## src/sfs_pkg.sv

```systemverilog
`timescale 1ns / 1ps

package sfs_pkg;

    localparam int SEG_LEN   = 512;
    localparam int LIMB_SEGS = 9;

    localparam int CNT_W  = $clog2(SEG_LEN + 1);
    localparam int SEG_W  = $clog2(LIMB_SEGS + 1);
    localparam int EL_W   = 16;
    localparam int PROD_W = 2 * EL_W;
    localparam int ACC_W  = 40;
    localparam int LSUM_W = 20;
    localparam int NUM_W  = 22;
    localparam int QUO_W  = NUM_W - 1;
    localparam int DEN_W  = 6;
    localparam int DIVC_W = $clog2(QUO_W);
    localparam int SIM_W  = 15;
    localparam int LCNT_W = 4;

    localparam logic signed [EL_W-1:0] VIS_LIMIT = -16'sd3276;
    localparam logic signed [EL_W-1:0] THR_RESET = 16'sd16384;

    typedef enum logic [2:0] {
        ST_RUN,
        ST_DRAIN,
        ST_PREP,
        ST_DIV,
        ST_OUT
    } sfs_state_t;

    typedef struct packed {
        logic accept;
        logic prep;
        logic div_step;
        logic load_out;
    } sfs_cmd_t;

    typedef struct packed {
        logic last_accept;
        logic pipe_busy;
        logic div_last;
        logic out_free;
    } sfs_status_t;

endpackage

```

## src/sfs_ctrl.sv

```systemverilog
`timescale 1ns / 1ps

module sfs_ctrl
    import sfs_pkg::*;
(
    input  logic        clk,
    input  logic        rst_n,
    input  sfs_status_t status,
    output sfs_cmd_t    cmd
);

    sfs_state_t state_reg;
    sfs_state_t state_next;

    always_ff @(posedge clk or negedge rst_n)
    begin
        if (!rst_n)
        begin
            state_reg <= ST_RUN;
        end
        else
        begin
            state_reg <= state_next;
        end
    end

    always_comb
    begin
        state_next = state_reg;
        case (state_reg)
            ST_RUN:
            begin
                if (status.last_accept)
                begin
                    state_next = ST_DRAIN;
                end
            end
            ST_DRAIN:
            begin
                if (!status.pipe_busy)
                begin
                    state_next = ST_PREP;
                end
            end
            ST_PREP:
            begin
                state_next = ST_DIV;
            end
            ST_DIV:
            begin
                if (status.div_last)
                begin
                    state_next = ST_OUT;
                end
            end
            ST_OUT:
            begin
                if (status.out_free)
                begin
                    state_next = ST_RUN;
                end
            end
            default:
            begin
                state_next = ST_RUN;
            end
        endcase
    end

    always_comb
    begin
        cmd = '0;
        case (state_reg)
            ST_RUN:   cmd.accept   = 1'b1;
            ST_DRAIN: cmd          = '0;
            ST_PREP:  cmd.prep     = 1'b1;
            ST_DIV:   cmd.div_step = 1'b1;
            ST_OUT:   cmd.load_out = status.out_free;
            default:  cmd          = '0;
        endcase
    end

endmodule

```

## src/sfs_datapath.sv

```systemverilog
`timescale 1ns / 1ps

module sfs_datapath
    import sfs_pkg::*;
(
    input  logic                    clk,
    input  logic                    rst_n,
    input  sfs_cmd_t                cmd,
    output sfs_status_t             status,
    input  logic                    cfg_valid,
    input  logic signed [EL_W-1:0]  cfg_data,
    input  logic                    in_valid,
    input  logic signed [EL_W-1:0]  src_element,
    input  logic signed [EL_W-1:0]  dst_element,
    input  logic                    last,
    output logic                    out_valid,
    input  logic                    out_stall,
    output logic [SIM_W-1:0]        similarity,
    output logic [LCNT_W-1:0]       limbs_counted,
    output logic                    torso_seen
);

    logic signed [EL_W-1:0]   thr_reg;

    logic [CNT_W-1:0]         cnt_reg;
    logic [SEG_W-1:0]         seg_idx_reg;
    logic                     seg_vis_reg;

    logic                     s1_valid_reg, s1_mac_reg, s1_first_reg, s1_close_reg;
    logic                     s1_torso_reg, s1_vis_reg;
    logic signed [PROD_W-1:0] prod_reg;

    logic                     s2_valid_reg, s2_torso_reg, s2_vis_reg;
    logic signed [ACC_W-1:0]  acc_reg;

    logic                     s3_valid_reg, s3_torso_reg, s3_vis_reg;
    logic signed [EL_W-1:0]   dot_reg;

    logic [LCNT_W-1:0]        limb_count_reg;
    logic signed [LSUM_W-1:0] limb_sum_reg;
    logic signed [EL_W-1:0]   torso_dot_reg;
    logic                     torso_vis_reg;

    logic [DEN_W-1:0]         rem_reg;
    logic [DEN_W-1:0]         den_reg;
    logic [QUO_W-1:0]         numq_reg;
    logic [DIVC_W-1:0]        div_cnt_reg;
    logic [LCNT_W-1:0]        res_limbs_reg;
    logic                     res_torso_reg;

    logic                     out_valid_reg;
    logic [SIM_W-1:0]         sim_reg;
    logic [LCNT_W-1:0]        out_limbs_reg;
    logic                     out_torso_reg;

    // element intake
    logic                     fire;
    logic                     first;
    logic                     in_range;
    logic [CNT_W-1:0]         cnt_inc;
    logic                     is_torso;
    logic                     close;
    logic                     vis_in;
    logic                     vis_now;

    assign fire     = in_valid && cmd.accept;
    assign first    = (cnt_reg == '0);
    assign in_range = (cnt_reg < CNT_W'(SEG_LEN));
    assign cnt_inc  = in_range ? cnt_reg + 1'b1 : cnt_reg;
    assign is_torso = (seg_idx_reg >= SEG_W'(LIMB_SEGS));
    assign close    = last || (!is_torso && (cnt_inc == CNT_W'(SEG_LEN)));
    assign vis_in   = !((src_element < VIS_LIMIT) || (dst_element < VIS_LIMIT));
    assign vis_now  = first ? vis_in : seg_vis_reg;

    // saturating accumulate
    logic signed [ACC_W:0]   acc_base;
    logic signed [ACC_W:0]   acc_sum;
    logic signed [ACC_W-1:0] acc_sat;

    assign acc_base = s1_first_reg ? '0 : {acc_reg[ACC_W-1], acc_reg};
    assign acc_sum  = acc_base + {{(ACC_W + 1 - PROD_W){prod_reg[PROD_W-1]}}, prod_reg};

    always_comb
    begin
        if (acc_sum[ACC_W] != acc_sum[ACC_W-1])
        begin
            acc_sat = acc_sum[ACC_W] ? {1'b1, {(ACC_W-1){1'b0}}}
                                     : {1'b0, {(ACC_W-1){1'b1}}};
        end
        else
        begin
            acc_sat = acc_sum[ACC_W-1:0];
        end
    end

    // floor by 15 bits and saturate to q1.15
    logic                   dot_ovf;
    logic signed [EL_W-1:0] dot_next;

    assign dot_ovf = !((&acc_reg[ACC_W-1:EL_W+14]) || !(|acc_reg[ACC_W-1:EL_W+14]));

    always_comb
    begin
        if (dot_ovf)
        begin
            dot_next = acc_reg[ACC_W-1] ? {1'b1, {(EL_W-1){1'b0}}}
                                        : {1'b0, {(EL_W-1){1'b1}}};
        end
        else
        begin
            dot_next = acc_reg[EL_W+14:15];
        end
    end

    // score numerator and denominator
    logic                    limbs_ok;
    logic signed [NUM_W-1:0] torso_prod;
    logic signed [NUM_W-1:0] num_both;
    logic signed [NUM_W-1:0] num_sel;
    logic [DEN_W-1:0]        den_sel;
    logic                    num_pos;

    assign limbs_ok   = (limb_count_reg >= LCNT_W'(3));
    assign torso_prod = torso_dot_reg * $signed({1'b0, limb_count_reg});
    assign num_both   = {torso_prod[NUM_W-2:0], 1'b0} + NUM_W'(limb_sum_reg);

    always_comb
    begin
        if (limbs_ok && torso_vis_reg)
        begin
            num_sel = num_both;
            den_sel = DEN_W'({limb_count_reg, 1'b0}) + DEN_W'(limb_count_reg);
        end
        else if (limbs_ok)
        begin
            num_sel = NUM_W'(limb_sum_reg);
            den_sel = DEN_W'(limb_count_reg);
        end
        else if (torso_vis_reg)
        begin
            num_sel = NUM_W'(torso_dot_reg);
            den_sel = DEN_W'(1);
        end
        else
        begin
            num_sel = '0;
            den_sel = '0;
        end
    end

    assign num_pos = (den_sel != '0) && !num_sel[NUM_W-1] && (num_sel != '0);

    // restoring divide, one quotient bit per cycle
    logic [DEN_W:0] div_trial;
    logic [DEN_W:0] div_diff;
    logic           div_ge;

    assign div_trial = {rem_reg, numq_reg[QUO_W-1]};
    assign div_diff  = div_trial - {1'b0, den_reg};
    assign div_ge    = (div_trial >= {1'b0, den_reg});

    logic out_free;
    assign out_free = !out_valid_reg || !out_stall;

    always_ff @(posedge clk or negedge rst_n)
    begin
        if (!rst_n)
        begin
            thr_reg        <= THR_RESET;
            cnt_reg        <= '0;
            seg_idx_reg    <= '0;
            seg_vis_reg    <= 1'b1;
            s1_valid_reg   <= 1'b0;
            s2_valid_reg   <= 1'b0;
            s3_valid_reg   <= 1'b0;
            acc_reg        <= '0;
            limb_count_reg <= '0;
            limb_sum_reg   <= '0;
            torso_dot_reg  <= '0;
            torso_vis_reg  <= 1'b0;
            div_cnt_reg    <= '0;
            out_valid_reg  <= 1'b0;
        end
        else
        begin
            if (cfg_valid)
            begin
                thr_reg <= cfg_data;
            end

            s1_valid_reg <= fire;
            if (fire)
            begin
                if (close)
                begin
                    cnt_reg     <= '0;
                    seg_vis_reg <= 1'b1;
                    if (!is_torso)
                    begin
                        seg_idx_reg <= seg_idx_reg + 1'b1;
                    end
                end
                else
                begin
                    cnt_reg     <= cnt_inc;
                    seg_vis_reg <= vis_now;
                end
            end

            s2_valid_reg <= s1_valid_reg && s1_close_reg;
            if (s1_valid_reg)
            begin
                if (s1_mac_reg)
                begin
                    acc_reg <= acc_sat;
                end
                else if (s1_first_reg)
                begin
                    acc_reg <= '0;
                end
            end

            s3_valid_reg <= s2_valid_reg;

            if (s3_valid_reg)
            begin
                if (!s3_torso_reg)
                begin
                    if (s3_vis_reg && (dot_reg > thr_reg))
                    begin
                        limb_count_reg <= limb_count_reg + 1'b1;
                        limb_sum_reg   <= limb_sum_reg + LSUM_W'(dot_reg);
                    end
                end
                else if (s3_vis_reg)
                begin
                    torso_dot_reg <= dot_reg;
                    torso_vis_reg <= 1'b1;
                end
            end

            if (cmd.prep)
            begin
                limb_count_reg <= '0;
                limb_sum_reg   <= '0;
                torso_dot_reg  <= '0;
                torso_vis_reg  <= 1'b0;
                seg_idx_reg    <= '0;
                cnt_reg        <= '0;
                seg_vis_reg    <= 1'b1;
                div_cnt_reg    <= '0;
            end
            else if (cmd.div_step)
            begin
                div_cnt_reg <= div_cnt_reg + 1'b1;
            end

            if (cmd.load_out)
            begin
                out_valid_reg <= 1'b1;
            end
            else if (!out_stall)
            begin
                out_valid_reg <= 1'b0;
            end
        end
    end

    always_ff @(posedge clk)
    begin
        if (fire)
        begin
            prod_reg     <= src_element * dst_element;
            s1_mac_reg   <= in_range && vis_now;
            s1_first_reg <= first;
            s1_close_reg <= close;
            s1_torso_reg <= is_torso;
            s1_vis_reg   <= vis_now;
        end

        s2_torso_reg <= s1_torso_reg;
        s2_vis_reg   <= s1_vis_reg;

        if (s2_valid_reg)
        begin
            dot_reg      <= dot_next;
            s3_torso_reg <= s2_torso_reg;
            s3_vis_reg   <= s2_vis_reg;
        end

        if (cmd.prep)
        begin
            rem_reg       <= '0;
            numq_reg      <= num_pos ? num_sel[QUO_W-1:0] : '0;
            den_reg       <= num_pos ? den_sel : DEN_W'(1);
            res_limbs_reg <= limb_count_reg;
            res_torso_reg <= torso_vis_reg;
        end
        else if (cmd.div_step)
        begin
            rem_reg  <= div_ge ? div_diff[DEN_W-1:0] : div_trial[DEN_W-1:0];
            numq_reg <= {numq_reg[QUO_W-2:0], div_ge};
        end

        if (cmd.load_out)
        begin
            sim_reg       <= (|numq_reg[QUO_W-1:SIM_W]) ? {SIM_W{1'b1}} : numq_reg[SIM_W-1:0];
            out_limbs_reg <= res_limbs_reg;
            out_torso_reg <= res_torso_reg;
        end
    end

    assign status.last_accept = fire && last;
    assign status.pipe_busy   = s1_valid_reg || s2_valid_reg || s3_valid_reg;
    assign status.div_last    = (div_cnt_reg == DIVC_W'(QUO_W - 1));
    assign status.out_free    = out_free;

    assign out_valid     = out_valid_reg;
    assign similarity    = sim_reg;
    assign limbs_counted = out_limbs_reg;
    assign torso_seen    = out_torso_reg;

endmodule

```

## src/segmented_feature_similarity.sv

```systemverilog
// segmented feature similarity of two feature templates
// input channel (in_valid / in_stall): one request per element pair, src_element and
//   dst_element in signed q1.15, segment-major: nine limb segments then the torso,
//   512 elements each; last marks the final torso element and closes the template pair
// elements are taken one per cycle while in_stall is low, through a registered multiply
//   and a 40-bit saturating accumulator
// after the request with last the input stalls while the pipeline drains, the score
//   fraction is formed, a bit-serial divider produces the quotient and the output
//   register is loaded once the output slot is free; then the next template pair
//   is taken
// output channel (out_valid / out_stall): one request per template pair with
//   similarity, limbs_counted and torso_seen; it is held while out_stall is high and
//   the next template pair streams in meanwhile; a new result waits for the slot
// configuration (cfg_valid / cfg_ready): cfg_data writes limb_threshold, always ready
// reset (rst_n low, asynchronous): pipeline and segment state cleared, no output
//   pending, limb_threshold back to 0.5
`timescale 1ns / 1ps

module segmented_feature_similarity
    import sfs_pkg::*;
(
    input  logic                    clk,
    input  logic                    rst_n,
    input  logic                    cfg_valid,
    output logic                    cfg_ready,
    input  logic signed [EL_W-1:0]  cfg_data,
    input  logic                    in_valid,
    output logic                    in_stall,
    input  logic signed [EL_W-1:0]  src_element,
    input  logic signed [EL_W-1:0]  dst_element,
    input  logic                    last,
    output logic                    out_valid,
    input  logic                    out_stall,
    output logic [SIM_W-1:0]        similarity,
    output logic [LCNT_W-1:0]       limbs_counted,
    output logic                    torso_seen
);

    sfs_cmd_t    cmd;
    sfs_status_t status;

    assign cfg_ready = 1'b1;
    assign in_stall  = !cmd.accept;

    sfs_ctrl u_ctrl (
        .clk    (clk),
        .rst_n  (rst_n),
        .status (status),
        .cmd    (cmd)
    );

    sfs_datapath u_datapath (
        .clk           (clk),
        .rst_n         (rst_n),
        .cmd           (cmd),
        .status        (status),
        .cfg_valid     (cfg_valid),
        .cfg_data      (cfg_data),
        .in_valid      (in_valid),
        .src_element   (src_element),
        .dst_element   (dst_element),
        .last          (last),
        .out_valid     (out_valid),
        .out_stall     (out_stall),
        .similarity    (similarity),
        .limbs_counted (limbs_counted),
        .torso_seen    (torso_seen)
    );

endmodule

```

## config.mk

```make
export PLATFORM = sky130hd
export DESIGN_NAME = segmented_feature_similarity
export DESIGN_NICKNAME = d
export VERILOG_FILES = /design/src/sfs_pkg.sv /design/src/sfs_ctrl.sv /design/src/sfs_datapath.sv /design/src/segmented_feature_similarity.sv
export SDC_FILE = /design/constraint.sdc
export NUM_CORES = 1
export LEC_CHECK = 0
export BUFFER_PORTS_ARGS = -buffer_cell sky130_fd_sc_hd__buf_2
export CAP_MARGIN = 40
export CORE_MARGIN = 4
export CORE_UTILIZATION = 65
export CTS_BUF_LIST = sky130_fd_sc_hd__clkbuf_2
export CTS_CLUSTER_DIAMETER = 120
export CTS_CLUSTER_SIZE = 20
export DETAILED_ROUTE_END_ITERATION = 10
export HOLD_SLACK_MARGIN = 0.1
export PLACE_DENSITY_LB_ADDON = 0.1
export SLEW_MARGIN = 20
export SYNTH_ARGS = -nofsm -noshare
export SYNTH_HDL_FRONTEND = slang
export SYNTH_SLANG_ARGS = --single-unit
```

## constraint.sdc

```tcl
create_clock -name clk -period 8.2 [get_ports clk]
set_input_delay 1.64 -clock clk [delete_from_list [all_inputs] [get_ports clk]]
set_output_delay 1.64 -clock clk [all_outputs]
set_load 0.03 [all_outputs]
```

==> results by group, run 1 <==
Critical path
  – Worst Setup End Kind: flip-flop
  – Crit start category: primary input
  – CP max FO: 16
  – Reg2reg path depth: 24
  – Crit Path Class: primary input to flip-flop
  – Flop-to-flop setup slack: 1.36 ns
  – CP required: 8.92 ns
  – Crit path DAT: between 7 and 8 ns

Placed design
  – Final Wtd Congestion: 0.940
  – IO buf count: 75
  – Post-DP HPWL: 48,800 µm
  – DP Worst Slack: 0.135 ns

Drt
  – DRC: 0
  – Total iterations of the first detailed-routing run: 6
  – WL/cell: 17.7 µm
  – Routed WL: 61,100 µm
  – Via density: 5.87
  – Antenna violation net count after detailed routing: 0
  – Via count: 20,200
  – Starting DRT DRC Count: 1,416

Die
  – Row cnt: 74
  – Initial Util: 65.8%
  – Die W: 211 µm
  – Die H: 211 µm
  – Top-Level Pins: 77
  – Floorplan core area: 40,800 µm²
  – Die area: 44,700 µm²

Worst hold path
  – HP Class: flip-flop to flip-flop
  – Hold Path Cell Cnt: 0

Yosys
  – Top_reg_cell synth: dfrtp_1
  – Synth Instances: 2,901
  – Yosys warning count: 0
  – Count of different cell masters after synthesis: 80
  – Number of flops mapped to enable cells by yosys: 107
  – Synthesized Nets: 3,491
  – Post-Syn Area: about 27,000 µm²
  – #FFs+latches synth: between 200 and 250
  – Sequential cell area fraction in the yosys report: 24.1%
  – Syn Area/Cell: 9.26 µm²
  – Synth async-reset ratio: 51.9%

Clock tree
  – Post-CTS Setup Inserts: 0
  – Clk slew on worst S/H paths: 0.41 ns
  – CTS Buffer Depth: 3
  – Num CTS Buffers: 15
  – CTS Root Cell: clkbuf_2
  – Post-CTS Hold Fix Bufs: 0
  – H-tree Lvls: 1
  – # clock sinks: 239
  – PostCTS Resize Cnt: 0
  – Clk_lat worst skew: around 0.87 ns
  – CTS tree: yes

STA
  – F_max: approximately 140 MHz
  – Min Tclk post-route: 7.16 ns
  – Worst-margin pin slew: 0.790 ns
  – Final Max Slew Viols: 0
  – Final setup margin: 1.04 ns
  – Final setup violation count: 0
  – Max-slew headroom: between 40% and 50%
  – Final period util: 87.4%
  – Final Skew: 0.0600 ns
  – RSZ-0062 raised after global routing: no
  – Final hold vios: 0
  – Setup_tns: 0 ns

Finish
  – Fraction of layout cells with a size suffix above 1: 6.32%
  – Fin nets: 3,494
  – Commonest non-fill, non-tap cell in the layout: inv_1
  – Area growth syn-to-layout: 3.73%
  – Fillers: around 3,200
  – Utilization after layout: about two thirds
  – Most frequent cells in the layout: 419 x inv_1, 335 x nand2_1, 300 x fa_1
  – Multi-input gate area in the final layout: 18,300 µm²
  – Seq. cell area: 6480 µm²
  – Max FFs per register: 40

Global route
  – Met2 Usage GRT: 50.2%
  – Met3 Usage GRT: 2.40%
  – First-pass GRT wire length: 103,000 µm
  – Grt met1 use: 36.0%
  – Vias in the first global route: 21,400
  – Remaining Overflow, GRT: 0
  – Antenna violations before repair: 1
  – Grt peak-use layer: met2
  – Pin count of the biggest net entering global routing: 63
  – GRT Total Usage: 27.9%

Status
  – Status: complete, no violations

Power
  – Worst IR Drop VDD: 512 µV
  – Final Total Pwr: 11.5 mW
  – LEAKAGE: 13.3 nW
  – Power Density: 413 nW/µm²

Job
  – Max-capacitance violation count: 0
-- cell type report --
class | instances | share of cell area, %
inverter | 421 | 5.67
tap | 532 | 2.39
multi-input combinational | 2121 | 65.8
sequential | 239 | 23.2
clock buffer | 25 | 0.449
timing repair buffer | 106 | 2.44
antenna | 1 | 0.00898
clock inverter | 1 | 0.0135
-- power breakdown --
group | internal, mW | switching [mW] | leakage, nW
Clock | 0.0776 | 0.373 | 0.108
Sequential | 2.05 | 0.262 | 2.64
Combinational | 3.82 | 4.93 | 10.6
Total | 5.95 | 5.56 | 13.3
-- synthesized netlist by cell type, types with 22 or more instances --
| cell type | number | area (µm²) |
|---|---|---|
| a21o_1 | 42 | 315 |
| a21oi_1 | 151 | 756 |
| a221o_1 | 43 | 430 |
| and2_1 | 162 | 1010 |
| and3_1 | 23 | 144 |
| clkbuf_1 | 97 | 364 |
| dfrtp_1 | 122 | 3050 |
| edfxtp_1 | 107 | 3210 |
| fa_1 | 300 | 6010 |
| ha_1 | 236 | 2950 |
| inv_1 | 419 | 1570 |
| nand2_1 | 335 | 1260 |
| nand2b_1 | 24 | 150 |
| nand3_1 | 45 | 225 |
| nor2_1 | 122 | 458 |
| nor2b_1 | 57 | 357 |
| nor3_1 | 26 | 130 |
| o21ai_0 | 110 | 551 |
| o31ai_1 | 22 | 165 |
| or2_2 | 27 | 169 |
| xnor2_1 | 76 | 666 |
| xor2_1 | 52 | 455 |
-- worst max-delay path, cell delays in order --
cell	delay [ns]
buf_2	0.19
nand2_1	0.15
inv_1	0.09
fa_1	0.66
inv_1	0.14
fa_1	0.48
fa_1	0.52
inv_1	0.05
fa_1	0.46
fa_1	0.52
fa_1	0.49
ha_1	0.41
and2_1	0.23
a311o_1	0.32
a21oi_1	0.14
o21a_1	0.18
o21ai_0	0.12
a211oi_1	0.33
o21bai_1	0.17
a211o_1	0.29
a21oi_1	0.19
xnor2_1	0.08
-- worst paths after layout --
check / start / to
worst max-delay path: dst_element[1] / u_datapath.prod_reg[31]
worst min-delay path: u_datapath.s1_vis_reg / u_datapath.s2_vis_reg
worst min register to register: u_datapath.s1_vis_reg / u_datapath.s2_vis_reg
worst max register to register: u_datapath.limb_count_reg[2] / u_datapath.numq_reg[19]
min in group asynchronous: rst_n / u_datapath.torso_dot_reg[1]
max in group asynchronous: rst_n / u_datapath.acc_reg[39]
-- layer usage --
metal	vias up	part of all wire [%]
li1	9615	-
met1	9935	42
met2	566	50
met3	125	4.7
met4	0	3.2
met5	-	0
-- logic make-up after synthesis --
| group | Yosys count | synth area share, % |
|---|---|---|
| XOR/XNOR | 128 | 4.17 |
| AND/OR/NAND/NOR | 888 | 16.3 |
| AO/OA/AOI/OAI | 550 | 13.7 |
| multiplexers | 18 | 0.684 |
| other | 1 | 0.0140 |
| adder cells (fa/ha/maj) | 536 | 33.3 |
| flip-flops | 239 | 24.1 |
| buffers and inverters | 541 | 7.72 |
-- per-stage QoR --
stage	instances	area (µm²)	hold WS, ns
2_1_floorplan	2901	26900	0.323
6_report	3446	27900	0.390
5_1_grt	3446	27900	0.412
3_3_place_gp	3411	27600	0.326
3_5_place_dp	3416	27700	0.329
4_1_cts	3442	27800	0.391
Note: power is estimated with default switching activity, not from simulation.
==> run 2: changes to the inputs <==
--- a/config.mk
+++ b/config.mk
@@ -7,8 +7,10 @@
 export LEC_CHECK = 0
 export BUFFER_PORTS_ARGS = -buffer_cell sky130_fd_sc_hd__buf_2
 export CAP_MARGIN = 40
+export CELL_PAD_IN_SITES_DETAIL_PLACEMENT = 1
+export CELL_PAD_IN_SITES_GLOBAL_PLACEMENT = 1
 export CORE_MARGIN = 4
-export CORE_UTILIZATION = 65
+export CORE_UTILIZATION = 52
 export CTS_BUF_LIST = sky130_fd_sc_hd__clkbuf_2
 export CTS_CLUSTER_DIAMETER = 120
 export CTS_CLUSTER_SIZE = 20
==> results by group, run 2 (synthesis gave the netlist of run 1 again) <==
Status
  – Status: complete, no violations

Placed design
  – IO buf count: 75
  – Final Wtd Congestion: 0.870
  – Post-DP HPWL: about 57,000 µm

STA
  – Worst-margin pin slew: about 0.85 ns
  – Final Max Slew Viols: 0
  – Final period util: 85.9%
  – RSZ-0062 raised after global routing: no
  – F_max: 142 MHz
  – Final Skew: 0.113 ns
  – Min Tclk post-route: slightly above 7 ns
  – Setup_tns: 0 ns
  – Max-slew headroom: 43.2%
  – Final hold vios: 0
  – Final setup violation count: 0

Die
  – Die area: 55,400 µm²
  – Die W: roughly 240 µm
  – Top-Level Pins: a little under 80
  – Row cnt: 83
  – Floorplan core area: slightly above 50,000 µm²
  – Die H: approximately 240 µm
  – Initial Util: 52.5%

Clock tree
  – H-tree Lvls: 1
  – PostCTS Resize Cnt: 0
  – CTS tree: yes
  – Clk slew on worst S/H paths: 0.39 ns
  – CTS Buffer Depth: 3
  – CTS Root Cell: clkbuf_2
  – # clock sinks: 239
  – Post-CTS Hold Fix Bufs: 0
  – Clk_lat worst skew: 0.95 ns
  – Num CTS Buffers: 15
  – Post-CTS Setup Inserts: 0

Global route
  – First-pass GRT wire length: 116,000 µm
  – Antenna violations before repair: 3
  – Pin count of the biggest net entering global routing: 64
  – Remaining Overflow, GRT: 0
  – GRT Total Usage: 25.2%
  – Vias in the first global route: 22,700

Finish
  – Fraction of layout cells with a size suffix above 1: 6.32%
  – Utilization after layout: 54.8%
  – Fillers: 5,964
  – Commonest non-fill, non-tap cell in the layout: inv_1
  – Most frequent cells in the layout: 419 x inv_1, 335 x nand2_1, 300 x fa_1
  – Area growth syn-to-layout: 4.37%
  – Max FFs per register: 40
  – Fin nets: between 3,000 and 4,000

Drt
  – Routed WL: ~70,000 µm
  – Via density: between 5 and 6
  – Total iterations of the first detailed-routing run: 5
  – Via count: ~21,000
  – Antenna violation net count after detailed routing: 0
  – WL/cell: 19.5 µm
  – Starting DRT DRC Count: about 850
  – DRC: 0

Power
  – Power Density: 416 nW/µm²
  – Worst IR Drop VDD: 438 µV
  – LEAKAGE: ~13 nW

Critical path
  – Crit path largest cell delay: 0.66 ns
  – Crit Path Class: primary input to flip-flop
  – CP bufs+invs: 4
  – Crit-path slowest cell: fa_1
  – CP most frequent cell: fa_1
  – CP max FO: 16
  – CP cell instances: buf_2 -> nand2_1 -> inv_1 -> fa_1 -> inv_1 -> fa_1 -> fa_1 -> inv_1 -> fa_1 -> fa_1 -> fa_1 -> ha_1 -> and2_1 -> a311o_1 -> a21oi_1 -> o21a_1 -> o21ai_0 -> a211oi_1 -> o21bai_1 -> a211o_1 -> a21oi_1 -> xnor2_1
  – CP required: 8.93 ns
  – Worst Setup End Kind: flip-flop
  – Crit-path leading delay family: adder cells
  – Crit path DAT: 7.78 ns
  – Crit start category: primary input

Job
  – Max-capacitance violation count: 0

Worst hold path
  – HP Class: flip-flop to flip-flop
[run 2: changes by cell type in the layout (fill, tap and decap cells not counted)]
cell / delta
a21boi_1: -1
buf_16: -1
buf_8: +2
buf_12: -1
buf_2: -1
buf_4: +1
clkbuf_4: -1
a21boi_0: +1
buf_6: +1
[run 2: final timing paths]
path                                         startpoint  cells past startpoint                       to  slack, ns
setup / recovery                         dst_element[1]                     22  u_datapath.prod_reg[31]       1.16
hold / removal                    u_datapath.s1_vis_reg                      0    u_datapath.s2_vis_reg       0.39
setup reg to reg           u_datapath.limb_count_reg[3]                     25  u_datapath.numq_reg[18]       1.18
hold reg to reg                   u_datapath.s1_vis_reg                      0    u_datapath.s2_vis_reg       0.39
max in group asynchronous                         rst_n                      3   u_datapath.thr_reg[14]       6.53
min in group asynchronous                         rst_n                      1   u_datapath.acc_reg[27]       0.61
[run 2: final cells by class]
class                      count  area (µm²)  area share (%)
multi-input combinational   2121       18300            65.4
clock buffer                  25         125           0.446
clock inverter                 1        3.75          0.0134
antenna                        1        2.50         0.00892
timing repair buffer         106         668            2.38
sequential                   239        6480            23.1
inverter                     421        1580            5.63
tap                          680         851            3.03
[run 2: worst reg2reg max path: stages (launching register included)]
cell	delay, ns
dfrtp_1	0.68
and2_1	0.27
ha_1	0.28
inv_1	0.06
fa_1	0.50
fa_1	0.54
inv_1	0.04
ha_1	0.34
a21oi_1	0.23
nor2b_1	0.11
o311ai_0	0.60
a21oi_1	0.22
o21a_1	0.22
nor2_1	0.13
xnor2_1	0.15
ha_1	0.31
and3_1	0.19
a211oi_1	0.36
o211a_1	0.28
o21a_1	0.19
o211ai_1	0.12
xor2_1	0.17
o21bai_1	0.15
buf_4	0.30
nor2_1	0.11
a22o_1	0.21
[run 2: where the power goes]
group	internal (mW)	leakage [nW]	switching, mW	total (mW)
Combinational	3.85	10.5	5.05	8.90
Clock	0.0775	0.108	0.377	0.455
Sequential	2.05	2.64	0.267	2.32
Total	5.97	13.3	5.70	11.7
[run 2: routing by layer]
layer | global-route usage (%) | part of all wire (%)
met2 | 47.0 | 52
met3 | 1.90 | 2.6
met1 | 30.6 | 41
met5 | 0 | 0.024
met4 | 9.24 | 4.0
[run 2: through the flow]
stage	hold slack (ns)	instance area [µm²]	total power, mW	std cells	worst slack [ns]
global route	0.411	28000	13.0	3594	0.820
detailed placement	0.329	27900	11.3	3564	0.130
finish	0.393	28000	11.7	3594	1.16
floorplan	0.323	26900	9.09	2901	0.437
CTS	0.376	28000	11.8	3590	1.18
global placement	0.328	27800	10.7	3561	0.287
